--- config.mk ---
export PLATFORM = sky130hd
export DESIGN_NAME = aescbc_ctrl
export DESIGN_NICKNAME = d
export VERILOG_FILES = /design/src/hw/rtl/aescbc_pkg.sv /design/src/hw/rtl/aescbc_ctrl.sv
export SDC_FILE = /design/constraint.sdc
export NUM_CORES = 1
export LEC_CHECK = 0
export BUFFER_PORTS_ARGS = -buffer_cell sky130_fd_sc_hd__buf_2
export CORE_UTILIZATION = 44
export DETAILED_ROUTE_END_ITERATION = 7
export MAX_ROUTING_LAYER = met4
export PLACE_DENSITY = 0.71
export SLEW_MARGIN = 20
export SYNTH_ARGS = -nofsm -noshare
export SYNTH_HDL_FRONTEND = slang
export SYNTH_SLANG_ARGS = --single-unit
export TNS_END_PERCENT = 1
--- constraint.sdc ---
create_clock -name clock -period 1.7 [get_ports clock]
set_clock_uncertainty 0.1 [all_clocks]
set_input_delay 0.17 -clock clock [delete_from_list [all_inputs] [get_ports clock]]
set_output_delay 0.17 -clock clock [all_outputs]
set_load 0.01 [all_outputs]
--- src/hw/rtl/aescbc_pkg.sv ---
`timescale 1ns / 1ps
`default_nettype none
// ----------------------------------------------------------------------------
// AES-128 CBC package
// Types, register indexes and byte-level AES functions shared by the core.
// ----------------------------------------------------------------------------
package aescbc_pkg;

   localparam int CsrIndexWidth = 3;
   localparam int CsrDataWidth  = 64;

   localparam logic [CsrIndexWidth-1:0] CSR_KEY_HIGH  = 3'd0;
   localparam logic [CsrIndexWidth-1:0] CSR_KEY_LOW   = 3'd1;
   localparam logic [CsrIndexWidth-1:0] CSR_IV_HIGH   = 3'd2;
   localparam logic [CsrIndexWidth-1:0] CSR_IV_LOW    = 3'd3;
   localparam logic [CsrIndexWidth-1:0] CSR_DIRECTION = 3'd4;

   // Substitution tables, entry 0 in the most significant byte.
   localparam logic [2047:0] SBOX_FWD_BITS = {
      128'h637c777bf26b6fc53001672bfed7ab76,
      128'hca82c97dfa5947f0add4a2af9ca472c0,
      128'hb7fd9326363ff7cc34a5e5f171d83115,
      128'h04c723c31896059a071280e2eb27b275,
      128'h09832c1a1b6e5aa0523bd6b329e32f84,
      128'h53d100ed20fcb15b6acbbe394a4c58cf,
      128'hd0efaafb434d338545f9027f503c9fa8,
      128'h51a3408f929d38f5bcb6da2110fff3d2,
      128'hcd0c13ec5f974417c4a77e3d645d1973,
      128'h60814fdc222a908846eeb814de5e0bdb,
      128'he0323a0a4906245cc2d3ac629195e479,
      128'he7c8376d8dd54ea96c56f4ea657aae08,
      128'hba78252e1ca6b4c6e8dd741f4bbd8b8a,
      128'h703eb5664803f60e613557b986c11d9e,
      128'he1f8981169d98e949b1e87e9ce5528df,
      128'h8ca1890dbfe6426841992d0fb054bb16
   };

   localparam logic [2047:0] SBOX_INV_BITS = {
      128'h52096ad53036a538bf40a39e81f3d7fb,
      128'h7ce339829b2fff87348e4344c4dee9cb,
      128'h547b9432a6c2233dee4c950b42fac34e,
      128'h082ea16628d924b2765ba2496d8bd125,
      128'h72f8f66486689816d4a45ccc5d65b692,
      128'h6c704850fdedb9da5e154657a78d9d84,
      128'h90d8ab008cbcd30af7e45805b8b34506,
      128'hd02c1e8fca3f0f02c1afbd0301138a6b,
      128'h3a9111414f67dcea97f2cfcef0b4e673,
      128'h96ac7422e7ad3585e2f937e81c75df6e,
      128'h47f11a711d29c5896fb7620eaa18be1b,
      128'hfc563e4bc6d279209adbc0fe78cd5af4,
      128'h1fdda8338807c731b11210592780ec5f,
      128'h60517fa919b54a0d2de57a9f93c99cef,
      128'ha0e03b4dae2af5b0c8ebbb3c83539961,
      128'h172b047eba77d626e169146355210c7d
   };

   typedef struct packed {
      logic [63:0] block_high;
      logic [63:0] block_low;
      logic        first_block;
   } req_payload_type;

   typedef struct packed {
      logic [63:0] result_high;
      logic [63:0] result_low;
   } rsp_payload_type;

   // Commands from the controller to the datapath.
   typedef struct packed {
      logic       load;
      logic       first_round;
      logic       round;
      logic       last_round;
      logic [3:0] round_index;
      logic       finish;
      logic       key_start;
      logic       key_step;
      logic [3:0] key_index;
   } aescbc_cmd_type;

   function automatic logic [7:0] xt(input logic [7:0] x);
      return {x[6:0], 1'b0} ^ (x[7] ? 8'h1b : 8'h00);
   endfunction

   function automatic logic [7:0] gmul(input logic [7:0] a, input logic [7:0] b);
      logic [7:0] p;
      logic [7:0] t;
      p = 8'h00;
      t = a;
      for (int i = 0; i < 8; i++) begin
         if (b[i]) p = p ^ t;
         t = xt(t);
      end
      return p;
   endfunction

   function automatic logic [7:0] sbox(input logic [7:0] x);
      return SBOX_FWD_BITS[11'd2047 - {x, 3'b000} -: 8];
   endfunction

   function automatic logic [7:0] sbox_inverse(input logic [7:0] y);
      return SBOX_INV_BITS[11'd2047 - {y, 3'b000} -: 8];
   endfunction

   function automatic logic [7:0] rcon(input logic [3:0] r);
      logic [7:0] v;
      unique case (r)
         4'd1: v = 8'h01;
         4'd2: v = 8'h02;
         4'd3: v = 8'h04;
         4'd4: v = 8'h08;
         4'd5: v = 8'h10;
         4'd6: v = 8'h20;
         4'd7: v = 8'h40;
         4'd8: v = 8'h80;
         4'd9: v = 8'h1b;
         4'd10: v = 8'h36;
         default: v = 8'h00;
      endcase
      return v;
   endfunction

   function automatic logic [7:0] get_byte(input logic [127:0] s, input int i);
      return s[127-8*i -: 8];
   endfunction

   function automatic logic [127:0] enc_round(input logic [127:0] s,
                                              input logic mix);
      logic [127:0] t;
      logic [127:0] o;
      logic [7:0]   a0, a1, a2, a3;
      for (int c = 0; c < 4; c++) begin
         for (int r = 0; r < 4; r++) begin
            t[127-8*(4*c+r) -: 8] = sbox(get_byte(s, 4*((c+r)%4)+r));
         end
      end
      o = t;
      if (mix) begin
         for (int c = 0; c < 4; c++) begin
            a0 = get_byte(t, 4*c);
            a1 = get_byte(t, 4*c+1);
            a2 = get_byte(t, 4*c+2);
            a3 = get_byte(t, 4*c+3);
            o[127-8*(4*c)   -: 8] = xt(a0) ^ xt(a1) ^ a1 ^ a2 ^ a3;
            o[127-8*(4*c+1) -: 8] = a0 ^ xt(a1) ^ xt(a2) ^ a2 ^ a3;
            o[127-8*(4*c+2) -: 8] = a0 ^ a1 ^ xt(a2) ^ xt(a3) ^ a3;
            o[127-8*(4*c+3) -: 8] = xt(a0) ^ a0 ^ a1 ^ a2 ^ xt(a3);
         end
      end
      return o;
   endfunction

   function automatic logic [127:0] inv_sub_shift(input logic [127:0] s);
      logic [127:0] t;
      for (int c = 0; c < 4; c++) begin
         for (int r = 0; r < 4; r++) begin
            t[127-8*(4*c+r) -: 8] = sbox_inverse(get_byte(s, 4*((c-r+4)%4)+r));
         end
      end
      return t;
   endfunction

   function automatic logic [127:0] inv_mix(input logic [127:0] s);
      logic [127:0] o;
      logic [7:0]   a0, a1, a2, a3;
      for (int c = 0; c < 4; c++) begin
         a0 = get_byte(s, 4*c);
         a1 = get_byte(s, 4*c+1);
         a2 = get_byte(s, 4*c+2);
         a3 = get_byte(s, 4*c+3);
         o[127-8*(4*c)   -: 8] = gmul(a0, 8'h0e) ^ gmul(a1, 8'h0b) ^ gmul(a2, 8'h0d)
            ^ gmul(a3, 8'h09);
         o[127-8*(4*c+1) -: 8] = gmul(a0, 8'h09) ^ gmul(a1, 8'h0e) ^ gmul(a2, 8'h0b)
            ^ gmul(a3, 8'h0d);
         o[127-8*(4*c+2) -: 8] = gmul(a0, 8'h0d) ^ gmul(a1, 8'h09) ^ gmul(a2, 8'h0e)
            ^ gmul(a3, 8'h0b);
         o[127-8*(4*c+3) -: 8] = gmul(a0, 8'h0b) ^ gmul(a1, 8'h0d) ^ gmul(a2, 8'h09)
            ^ gmul(a3, 8'h0e);
      end
      return o;
   endfunction

   function automatic logic [127:0] next_key(input logic [127:0] k,
                                             input logic [3:0] r);
      logic [31:0] w0, w1, w2, w3, t;
      w0 = k[127:96];
      w1 = k[95:64];
      w2 = k[63:32];
      w3 = k[31:0];
      t  = {sbox(w3[23:16]) ^ rcon(r), sbox(w3[15:8]), sbox(w3[7:0]),
            sbox(w3[31:24])};
      w0 = w0 ^ t;
      w1 = w1 ^ w0;
      w2 = w2 ^ w1;
      w3 = w3 ^ w2;
      return {w0, w1, w2, w3};
   endfunction

endpackage
`default_nettype wire

--- src/hw/rtl/aescbc_ctrl.sv ---
`timescale 1ns / 1ps
`default_nettype none
// ----------------------------------------------------------------------------
// AES-128 CBC controller
// Sequences key expansion and the rounds of one request at a time.
// ----------------------------------------------------------------------------
module aescbc_ctrl
   import aescbc_pkg::*;
(
   input  wire logic           clock,
   input  wire logic           reset,
   input  wire logic           key_write,
   input  wire logic           direction,
   input  wire logic           req_valid,
   output logic                req_ready,
   output logic                rsp_valid,
   input  wire logic           rsp_ready,
   output aescbc_cmd_type      cmd
);

   typedef enum logic [4:0] {
      ST_KEYS  = 5'b00001,
      ST_IDLE  = 5'b00010,
      ST_FIRST = 5'b00100,
      ST_ROUND = 5'b01000,
      ST_DONE  = 5'b10000
   } state_type;

   state_type  state_ff, state_in;
   logic [3:0] count_ff, count_in;
   logic       rsp_valid_ff, rsp_valid_in;
   logic       key_pend_ff, key_pend_in;

   assign req_ready = (state_ff == ST_IDLE) && !key_pend_ff;
   assign rsp_valid = rsp_valid_ff;

   always_comb begin
      state_in     = state_ff;
      count_in     = count_ff;
      rsp_valid_in = rsp_valid_ff && !rsp_ready;
      key_pend_in  = key_pend_ff || key_write;
      cmd          = '0;
      cmd.round_index = direction ? 4'(10 - count_ff) : count_ff;
      cmd.key_index   = count_ff;
      unique case (state_ff)
         ST_KEYS: begin
            cmd.key_step = 1'b1;
            count_in = count_ff + 4'd1;
            if (count_ff == 4'd10) begin
               state_in = ST_IDLE;
               count_in = 4'd0;
            end
         end
         ST_IDLE: begin
            if (key_pend_ff) begin
               cmd.key_start = 1'b1;
               key_pend_in   = key_write;
               state_in      = ST_KEYS;
               count_in      = 4'd1;
            end else if (req_valid) begin
               cmd.load = 1'b1;
               state_in = ST_FIRST;
               count_in = 4'd0;
            end
         end
         ST_FIRST: begin
            cmd.first_round = 1'b1;
            state_in = ST_ROUND;
            count_in = 4'd1;
         end
         ST_ROUND: begin
            cmd.round      = 1'b1;
            cmd.last_round = (count_ff == 4'd10);
            count_in = count_ff + 4'd1;
            if (count_ff == 4'd10) begin
               state_in = ST_DONE;
               count_in = 4'd0;
            end
         end
         ST_DONE: begin
            if (!rsp_valid_ff || rsp_ready) begin
               cmd.finish   = 1'b1;
               rsp_valid_in = 1'b1;
               state_in     = ST_IDLE;
               count_in     = 4'd0;
            end
         end
         default: state_in = ST_IDLE;
      endcase
   end

   always_ff @(posedge clock) begin
      if (reset) begin
         state_ff     <= ST_IDLE;
         count_ff     <= 4'd0;
         rsp_valid_ff <= 1'b0;
         key_pend_ff  <= 1'b1;
      end else begin
         state_ff     <= state_in;
         count_ff     <= count_in;
         rsp_valid_ff <= rsp_valid_in;
         key_pend_ff  <= key_pend_in;
      end
   end

`ifndef ASSERT_OFF
   a_ready_only_idle: assert property (@(posedge clock) disable iff (reset)
      req_ready |-> state_ff == ST_IDLE)
      else $error("request taken outside idle");
   a_finish_slot: assert property (@(posedge clock) disable iff (reset)
      cmd.finish |=> rsp_valid)
      else $error("finished block not presented");
   a_count_range: assert property (@(posedge clock) disable iff (reset)
      count_ff <= 4'd10)
      else $error("round counter out of range");
`endif

endmodule
`default_nettype wire

; ---- Word level (Yosys, flattened, before mapping)
; Cells that the tools add are included.
[op_classes]
n_addsub = 2
multipliers = 0
div_mod_pow = 0
order_cmp = 0
eq_ne = 10
shift = 0
muxes = 26
n_bitwise = 0
n_reduce_logical = 11
[ops]
columns = op, count
row1 = $mux 5, 5
row2 = $pmux 5 s5, 1
row3 = $mux 4, 5
row4 = $pmux 4 s4, 1
row5 = $mux 1, 13
row6 = $ne 2x2->1 const B, 3
row7 = $eq 5x1->1 const B, 1
row8 = $eq 5x2->1 const B, 1
row9 = $eq 5x3->1 const B, 1
row10 = $eq 5x4->1 const B, 1
row11 = $eq 5x5->1 const B, 1
row12 = $add 4x1->4 const B, 1
row13 = $eq 4x4->1 const B, 1
row14 = $reduce_and 4->1, 1
row15 = $reduce_bool 4->1, 1
row16 = $sub 4x4->4 const A, 1
row17 = $logic_not 1->1, 3
row18 = $ne 3x3->1 const B, 1
row19 = $reduce_and 3->1, 1
row20 = $logic_and 1x1->1, 2
row21 = $logic_or 1x1->1, 2
row22 = $mux 2, 1
row23 = $reduce_or 2->1, 1
[word_totals]
register_bits = 11
latchBits = 0
ramBits = 0
rom_bits = 0
elab_cells = 53
mem_count = 0

; ---- Longest topological paths before layout
; Gate-level depths: netlist (run 1).
[logic_depth]
ltp_word = 4
mapped_depth = 7
mapped_depth_nobuf = 7

; ---- Least setup slack after synthesis (run 1)
; Ideal clock, no wire load.
[synth_path]
kind = register -> register
from = reg count_ff[1]
to = reg state_ff[0]
arrival_ns = 1.521
setup_slack_ns = -0.049
path_stages_with_launch = 7
path_buffers = 0
path_cell_list = dfxtp_1 > ha_1 > nand3b_1 > nand3_1 > or3b_2 > a21oi_1 > nor2_1
[synth_between]
elab_chain_cells = 3
[synth_rtl]
columns = element, line_no
row1 = start: declaration, aescbc_ctrl.sv:30  ; logic [3:0] count_ff, count_in;
row2 = start signal: assignment, aescbc_ctrl.sv:100  ; count_ff <= count_in;
row3 = $eq 4x4->1 (*), "aescbc_ctrl.sv:49, aescbc_ctrl.sv:75"
row4 = $ne 2x2->1 (no line), --
row5 = $reduce_and 4->1 (no line) (*), --
row6 = end signal: assignment, aescbc_ctrl.sv:99  ; state_ff <= state_in;
row7 = end: declaration, aescbc_ctrl.sv:29  ; state_type state_ff, state_in;
; Every way passes the cells marked *; elsewhere a longest branch is shown, timed or not.
; A chain may end at the register's enable or synchronous reset.

==> flow_metrics.py, run 1 <==
metrics = {
    "status": {
        "status": "finished, violations left",
        "violations": "setup timing",
    },
    "timing": {
        "final.setup.tns_ps": -472,
        "finalSetupViolations": 6,
        "period_share_pct": 114,
        "drv_slew": 0,
        "worst_pin_slew_ps": 312,
        "finalWorstSetupSlack_ps": -233,
        "hold_viol": 0,
        "rsz0062_at_grt": "yes",
        "slew_headroom_pct": 79.1,
        "post-route-min-period_ps": 1930,
        "max_freq_mhz": 517,
    },
    "route": {
        "ant_nets": 0,
        "drc": 0,
        "vias": 761,
        "drt-vias-per-instance": 5.36,
        "dr.pass1.iters": 4,
        "wl_per_cell_um": 12.3,
        "drtIter0Drc": 10,
        "routed_wl_mm": 1.74,
    },
    "worst_setup_path": {
        "crit_type": "reg -> out",
        "critPathMaxStageDelay_ps": 530,
        "end_kind": "output port",
        "crit_required_ps": 1430,
        "worstPathArrival_ps": 1660,
        "worst_setup_path_start_kind": "flop",
        "path_max_fanout": 2,
        "timing.rr.start": "state_ff[2]$_SDFFE_PP0P_",
        "path_cells": "or4b_4 > or2_1 > and2b_1 > buf_2",
        "worstReg2RegEnd": "count_ff[0]$_SDFFE_PP0P_",
        "crit_buf_inv": 1,
        "cp_top_family": "simple AND/OR/NAND/NOR gates",
        "reg2reg_depth": 6,
        "slowest_stage": "or4b_4",
        "r2r_setup_slack_ps": -130,
    },
    "layout": {
        "insertedDiodeCount": 0,
        "register_area_sq_um": 228,
        "final_cell_area_sq_um": 983,
        "multi_input_area_sq_um": 473,
        "synthToLayoutAreaGrowth_pct": 36.2,
        "nFillCells": 124,
        "utilization_pct": 64.5,
        "layout-drive-gt1-share_pct": 45.2,
        "final_nets": 136,
    },
    "yosys": {
        "syn-instance-count": 90,
        "ys_types": 35,
        "synth.largest_area_cell": "dfxtp_1",
        "synth.top_cell.area_share_pct": 30.5,
        "postSynthAreaPerCell_sq_um": 8.02,
        "yosysWarnings": 0,
        "synth_seq_cells": 11,
        "syn_nets": 99,
        "synthTopCellsByCount": "nor2_1, dfxtp_1, nand2_1, o21ai_0, nand3_1",
        "synth_area_sq_um": 722,
        "yosysMostFrequentCell": "nor2_1",
        "synth-seq-area-share_pct": 30.5,
        "synth_edf_count": 0,
        "synth_ff_type": "dfxtp_1",
        "async_reset_ff_share_pct": 0,
        "synth.area.top_cells": "dfxtp_1, nor2_1, ha_1",
    },
    "power_and_ir_drop": {
        "pwr-share-comb_pct": 43.8,
        "switching_share_pct": 37.9,
        "seqPwrFrac_pct": 35.7,
        "peakVddDrop_mv": 0.620,
        "switching_power_mw": 0.344,
        "p_int_mw": 0.565,
        "clkPwrFrac_pct": 20.5,
        "power_density_nw_per_um2": 924,
        "totalPowerFinal_mw": 0.909,
        "p_leak_nw": 0.497,
    },
    "cts": {
        "root_buffer": "clkbuf_4",
        "cts.path.max_buffers": 2,
        "clk_latency_ps": 270,
        "clk_pin_slew_ps": 70,
        "tritoncts.num_buffers": 3,
        "cts.sinks": 11,
        "htreeDepth": 1,
        "cts_tree": "built",
    },
    "min_path": {
        "hold_path_end": "state_ff[4]$_SDFFE_PP0P_",
        "worstHoldStart": "reset",
        "hold_path.class": "in -> reg",
        "min_path_cells": 2,
    },
    "die": {
        "dieWidth_um": 42.5,
        "io_pins": 23,
        "core_sq_um": 1520,
        "die_height_um": 42.5,
        "placementRows": 14,
        "initial_utilization_pct": 47.4,
        "dieArea_sq_um": 1810,
    },
    "global_routing": {
        "grt_max_degree": 13,
        "antenna_found_initial": 0,
        "overflow": 0,
        "grt_pass1_wl_mm": 2.91,
        "first_global_vias": 674,
        "grtUsageTotal_pct": 21.9,
    },
    "place": {
        "io_buffers": 22,
        "dpl.hpwl_mm": 1.32,
        "pre_cts_ws_ps": -45.3,
        "place_area_sq_um": 910,
        "place.gp.congestion": 0.926,
    },
    "job": {
        "cap_viol_max_count": 0,
    },
}
## cells in the final DEF (no fill, tap or decap), types with 3 or more instances in the layout
| cell type | instances |
|---|---|
| dfxtp_2 | 6 |
| a21oi_1 | 3 |
| nand3_1 | 3 |
| nor3_1 | 3 |
| and2_1 | 3 |
| dfxtp_1 | 5 |
| inv_1 | 3 |
| clkbuf_4 | 3 |
| buf_4 | 14 |
| nor2_1 | 13 |
| ha_1 | 3 |
| nand2_1 | 5 |
| o21ai_0 | 4 |
| buf_2 | 22 |
## worst max-delay path by stage
stage / slack, ps / cells past startpoint / from / endpoint
final: -230 / 4 / state_ff[2]$_SDFFE_PP0P_ / cmd[6]
after global routing: -300 / 4 / state_ff[2]$_SDFFE_PP0P_ / cmd[6]
after CTS: -240 / 4 / state_ff[2]$_SDFFE_PP0P_ / cmd[6]
after detailed placement: -50 / 5 / state_ff[4]$_SDFFE_PP0P_ / count_ff[0]$_SDFFE_PP0P_
after global placement: -20 / 6 / state_ff[4]$_SDFFE_PP0P_ / state_ff[3]$_SDFFE_PP0P_
after floorplan: -40 / 6 / state_ff[0]$_SDFFE_PP0P_ / count_ff[0]$_SDFFE_PP0P_
## metrics by stage
step | hold slack, ps | instances
2_1_floorplan | 164 | 90
3_3_place_gp | 250 | 136
4_1_cts | 107 | 142
3_5_place_dp | 253 | 136
6_report | 107 | 142
5_1_grt | 111 | 142
## registers in the layout, indices dropped and copies added (netlist names)
name,flops
rsp_valid,1
count_ff,4
key_pend_ff,1
state_ff,5
## cells by family (layout without fill, tap and decap cells)
family / Yosys count / after routing / share of synthesized area (%)
buf+inv: 8 / 44 / 7.28
xor+xnor: 4 / 4 / 4.85
mux: 1 / 1 / 1.56
simple gates: 48 / 48 / 36.4
flops: 11 / 11 / 30.5
fa+ha+maj: 3 / 3 / 5.20
compound gates: 15 / 15 / 14.2
## metal layers
layer	up-vias	wire length (um)	GRT usage, %
met4	0	13	6.88
li1	386	-	-
met1	349	846	29.2
met3	3	85	6.47
met5	-	0	-
met2	23	795	31.7
## power groups by stage
stage	registers, mW	clock network, mW	logic, mW
6_report	0.325	0.186	0.398
3_5_place_dp	0.322	0	0.377
2_1_floorplan	0.325	0	0.269
3_3_place_gp	0.321	0	0.369
5_1_grt	0.331	0.211	0.435
4_1_cts	0.319	0.188	0.389
## area by class of cell
class                      count  share of cell area [%]
multi-input combinational     71                    48.1
sequential                    11                    23.2
timing repair buffer          37                    22.9
clock buffer                   4                    2.67
tap                           16                    2.04
inverter                       3                    1.15
## repair_timing
| item | in CTS | in global routing |
|---|---|---|
| resized for setup | 8 | 5 |
| buffers inserted | 1 | 0 |
| hold buffers | 1 | 0 |
| pin swaps | 2 | 3 |
| endpoints found under the hold margin | 1 | 0 |
| setup endpoints to repair | 8 | 12 |
Power figures use the tool's default switching activity.
==> run 2, diff against run 1 <==
Settings changed: CELL_PAD_IN_SITES_DETAIL_PLACEMENT set to 1, CELL_PAD_IN_SITES_GLOBAL_PLACEMENT set to 2, CORE_UTILIZATION 44 to 24, PLACE_DENSITY 0.71 to 0.7.
==> run 2 against run 1 <==
Compared with the run above: the flow finishes with violations (DRC, setup timing); sequential power barely moved; utilization decreased by 26 points; wire length increased by 24%; clock power barely moved; worst hold slack improved by 22 ps; worst setup slack worse by 18 ps; global-route usage down 7.1 points; sequential cell count is the same; critical path depth did not move; largest power group unchanged; via count rose by 3.4%.
==> flow_metrics.py, run 2 (same netlist as run 1, synthesis figures left out) <==
metrics = {
    "cts": {
        "tritoncts.num_buffers": 3,
        "root_buffer": "clkbuf_4",
        "clk_pin_slew_ps": 70,
        "cts.path.max_buffers": 2,
        "clk_latency_ps": 270,
        "htreeDepth": 1,
        "cts.sinks": 11,
        "cts_tree": "built",
    },
    "global_routing": {
        "first_global_vias": 767,
        "antenna_found_initial": 0,
        "grt_pass1_wl_mm": 3.61,
        "overflow": 0,
        "grt_max_degree": 13,
        "grtUsageTotal_pct": 14.8,
    },
    "worst_setup_path": {
        "worstPathArrival_ps": 1680,
        "end_kind": "output port",
        "worst_setup_path_start_kind": "flop",
        "crit_type": "reg -> out",
        "path_max_fanout": 2,
        "crit_required_ps": 1430,
    },
    "route": {
        "ant_nets": 0,
        "drtIter0Drc": 12,
        "wl_per_cell_um": 13.3,
        "drt-vias-per-instance": 4.83,
        "routed_wl_mm": 2.16,
        "drc": 2,
        "vias": 787,
        "dr.pass1.iters": 6,
    },
    "place": {
        "place.gp.congestion": 0.748,
        "io_buffers": 22,
        "dpl.hpwl_mm": 1.71,
        "place_area_sq_um": 958,
        "place_inst": 155,
    },
    "layout": {
        "nFillCells": 365,
        "layout-drive-gt1-share_pct": 49.2,
        "register_area_sq_um": 226,
        "mostFrequentLayoutCell": "buf_2",
        "utilization_pct": 38.1,
        "synthToLayoutAreaGrowth_pct": 48.0,
        "insertedDiodeCount": 0,
        "multi_input_area_sq_um": 495,
        "finalNonFillerCells": 163,
        "reg_top3": "state_ff x5, count_ff x4",
        "mostFrequentLayoutCells": "buf_2, buf_4, nor2_1",
        "final_nets": 142,
        "final_cell_area_sq_um": 1070,
        "largest-register": "state_ff",
        "largest_reg_flops": 5,
    },
    "timing": {
        "hold_viol": 0,
        "worst_pin_slew_ps": 320,
        "drv_slew": 0,
        "slew_headroom_pct": 78.5,
        "rsz0062_at_grt": "yes",
        "post-route-min-period_ps": 1950,
        "hold-worst-slack_ps": 129,
        "period_share_pct": 115,
        "max_freq_mhz": 513,
        "finalSetupViolations": 13,
        "finalWorstSetupSlack_ps": -251,
    },
    "job": {
        "cap_viol_max_count": 0,
    },
    "power_and_ir_drop": {
        "p_leak_nw": 0.529,
        "power_density_nw_per_um2": 887,
        "peakVddDrop_mv": 0.639,
        "totalPowerFinal_mw": 0.947,
    },
    "status": {
        "violations": "DRC, setup timing",
        "status": "finished, violations left",
    },
    "die": {
        "initial_utilization_pct": 25.7,
        "die_height_um": 56.8,
        "dieArea_sq_um": 3230,
        "placementRows": 19,
        "core_sq_um": 2810,
        "io_pins": 23,
        "dieWidth_um": 56.8,
    },
    "min_path": {
        "hold_path.class": "in -> reg",
    },
}
run 2: worst max-delay path, stage by stage, from the launching register on:
cell,delay [ps]
dfxtp_2,330
or4b_4,530
or2_1,240
and2b_1,190
buf_2,120
run 2: path summary, 6_finish.rpt:
path                            slack, ps                startpoint                        to  depth (start not counted)
worst max-delay path                 -250  state_ff[2]$_SDFFE_PP0P_                    cmd[6]                          4
worst min-delay path                  130                     reset  state_ff[0]$_SDFFE_PP0P_                          2
worst max register to register       -150  state_ff[2]$_SDFFE_PP0P_  state_ff[1]$_SDFFE_PP1P_                          6
worst min register to register        450      rsp_valid$_SDFF_PP0_      rsp_valid$_SDFF_PP0_                          2
run 2: routing by layer:
layer	up-vias	GRT usage (%)	part of all wire [%]
li1	396	-	-
met1	371	19.7	48
met2	20	23.3	47
met3	0	4.84	5.4
met4	0	0	0
met5	-	-	0
run 2: stage by stage:
step	setup WS, ps	TNS, ps
3_3_place_gp	-36.7	-143
5_1_grt	-307	-2690
6_report	-251	-1350
2_1_floorplan	-40.0	-40.0
3_5_place_dp	-64.7	-324
4_1_cts	-275	-1320
run 2: timing repair:
| action | CTS | global route |
|---|---|---|
| cloned | 0 | 0 |
| hold buffers | 1 | 0 |
| endpoints found under the hold margin | 1 | 0 |
| gates resized for setup | 12 | 4 |
| pin swaps | 2 | 4 |
| setup endpoints to repair | 13 | 15 |
| buffers inserted | 2 | 1 |
run 2: report_power, final:
part / total (mW) / switching [mW] / internal (mW)
registers: 0.324 / 0.0357 / 0.289
logic: 0.438 / 0.232 / 0.206
clock network: 0.185 / 0.0941 / 0.0909
total: 0.947 / 0.362 / 0.585
run 2: final cells by class:
cell class | count | share of cell area [%]
Tap cell | 31 | 3.63
Sequential cell | 11 | 21.2
Timing Repair Buffer | 43 | 25.3
Inverter | 3 | 1.05
Clock buffer | 4 | 2.46
Multi-Input combinational cell | 71 | 46.4
==> run 3, diff against run 2 <==
Settings changed: ABC_AREA set to 1, PLACE_DENSITY 0.7 to 0.71.
==> run 3 against run 2 <==
Compared with the run above: final cell count up 13%; the flow now finishes without violations; clock-buffer cell count fell by 1; total power rose by 11%; via count shrank 0.25%; synthesized cell count rose by 24%.
==> flow_metrics.py, run 3 <==
metrics = {
    "route": {
        "drtIter0Drc": 9,
        "dr.pass1.iters": 4,
        "vias": 785,
        "drt-vias-per-instance": 4.27,
        "ant_nets": 0,
        "routed_wl_mm": 1.98,
        "wl_per_cell_um": 10.8,
        "drc": 0,
    },
    "die": {
        "die_height_um": 59.1,
        "initial_utilization_pct": 25.4,
        "core_sq_um": 3080,
        "dieWidth_um": 59.1,
        "placementRows": 20,
        "dieArea_sq_um": 3500,
        "io_pins": 23,
    },
    "worst_setup_path": {
        "cpMostUsedCell": "nor2_2",
        "crit_type": "reg -> out",
        "slowest_stage": "dfxtp_2",
        "crit_buf_inv": 3,
        "worst_setup_path_start_kind": "flop",
        "worstPathArrival_ps": 1330,
        "crit_required_ps": 1430,
        "path_cells": "inv_2 > nor2_2 > nand3_4 > nor2_2 > inv_1 > nor2_1 > buf_2",
        "path_max_fanout": 5,
        "r2r_setup_slack_ps": 260,
        "end_kind": "output port",
        "cp_top_family": "simple AND/OR/NAND/NOR gates",
        "critPathMaxStageDelay_ps": 380,
    },
    "timing": {
        "worst_pin_slew_ps": 223,
        "post-route-min-period_ps": 1600,
        "hold_viol": 0,
        "rsz0062_at_grt": "yes",
        "slew_headroom_pct": 85.0,
        "drv_slew": 0,
        "period_share_pct": 94.0,
        "final.setup.tns_ps": 0,
        "hold-worst-slack_ps": 66.6,
        "max_freq_mhz": 626,
        "finalSetupViolations": 0,
    },
    "layout": {
        "final_nets": 150,
        "insertedDiodeCount": 0,
        "layout-drive-gt1-share_pct": 37.1,
        "synthToLayoutAreaGrowth_pct": 28.4,
        "largest_reg_flops": 5,
        "mostFrequentLayoutCells": "buf_2, nor2_1, inv_1",
        "final_cell_area_sq_um": 1010,
        "reg_top3": "state_ff x5, count_ff x4",
        "mostFrequentLayoutCell": "buf_2",
        "largest-register": "state_ff",
        "nFillCells": 409,
    },
    "yosys": {
        "ys_types": 21,
        "syn-instance-count": 112,
        "yosysWarnings": 0,
        "synthTopCellsByCount": "nor2_1, inv_1, nand2_1, dfxtp_1, nand3_1",
        "synth.largest_area_cell": "dfxtp_1",
        "synth-seq-area-share_pct": 28.1,
        "postSynthAreaPerCell_sq_um": 6.99,
        "synth_edf_count": 0,
        "synth.top_cell.area_share_pct": 28.1,
        "synth_seq_cells": 11,
        "synth.area.top_cells": "dfxtp_1, nor2_1, inv_1",
        "synth_ff_type": "dfxtp_1",
        "syn_nets": 121,
        "async_reset_ff_share_pct": 0,
        "synth_area_sq_um": 783,
        "yosysMostFrequentCell": "nor2_1",
    },
    "global_routing": {
        "grtUsageMet3_pct": 1.97,
        "first_global_vias": 748,
        "met1_usage_pct": 16.1,
        "met2_usage_pct": 21.1,
        "grt_pass1_wl_mm": 3.29,
        "antenna_found_initial": 0,
        "overflow": 0,
        "grt_max_degree": 8,
        "grt_busiest_layer": "met2",
        "grtUsageTotal_pct": 13.1,
    },
    "power_and_ir_drop": {
        "totalPowerFinal_mw": 1.05,
        "p_leak_nw": 0.532,
        "power_density_nw_per_um2": 1040,
        "peakVddDrop_mv": 0.290,
    },
    "cts": {
        "root_buffer": "clkbuf_4",
        "tritoncts.num_buffers": 3,
        "clk_pin_slew_ps": 80,
        "cts.sinks": 11,
        "clk_latency_ps": 270,
        "htreeDepth": 1,
        "cts.path.max_buffers": 2,
        "cts_tree": "built",
    },
    "job": {
        "cap_viol_max_count": 0,
    },
    "min_path": {
        "hold_path.class": "in -> reg",
    },
    "place": {
        "place_area_sq_um": 948,
        "place.gp.congestion": 0.720,
        "dpl.hpwl_mm": 1.64,
        "io_buffers": 22,
    },
    "status": {
        "status": "finished clean",
    },
}
-- run 3: logic make-up after synthesis --
group | share of synthesized area [%]
xor gates and xnor gates | 3.36
and+or+nand+nor | 45.5
buffers and inverters | 12.0
adders and majority gates | 4.79
DFF | 28.1
AOI/OAI and AO/OA | 6.23
-- run 3: power by group --
part,internal (mW),total (mW),switching [mW]
Sequential,0.302,0.352,0.0500
Combinational,0.201,0.511,0.310
Clock,0.0871,0.187,0.100
-- run 3: per-layer routing --
layer | vias to the layer above | part of all wire (%)
met1 | 362 | 48
met2 | 14 | 48
met4 | 0 | 2.1
met3 | 4 | 1.8
li1 | 405 | -
met5 | - | 0
-- run 3: cell type report --
class	instances	area (sq um)	share of cell area, %
clock buffer	3	22.5	2.24
clock inverter	1	5.00	0.498
inverter	21	78.8	7.84
multi-input combinational	78	480	47.8
sequential	11	221	22.0
tap	44	55.1	5.47
timing repair buffer	26	143	14.2
-- run 3: per-stage QoR --
stage               setup slack [ps]  cells  util (%)
finish                           102    184      32.7
floorplan                        318    112         -
global route                   -41.4    184      32.7
CTS                             23.5    184      32.3
global placement                 340    178      30.8
detailed placement               294    178      30.8
-- run 3: what timing repair did --
item	CTS	global route
pin swaps	1	0
endpoints found under the setup margin	1	3
cloned	0	0
hold endpoints to repair	1	0
gates resized for setup	1	3
setup buffers	1	0
hold buffers	1	0
-- run 3: final timing paths --
check	start	to	depth (start not counted)
worst max-delay path	state_ff[1]$_SDFFE_PP1P_	cmd[14]	7
worst min-delay path	reset	state_ff[3]$_SDFFE_PP0P_	2
worst max register to register	state_ff[3]$_SDFFE_PP0P_	count_ff[0]$_SDFFE_PP0P_	9
worst min register to register	key_pend_ff$_SDFF_PP1_	key_pend_ff$_SDFF_PP1_	2
-- run 3: worst reg2reg max path, stage by stage, from the launching register on --
cell	delay, ps
dfxtp_1	350
nor2_4	150
buf_4	150
nand3_4	110
nor2_4	140
nor2_4	70
o21ai_2	90
nand2_1	80
nand2_1	60
nor2_1	40
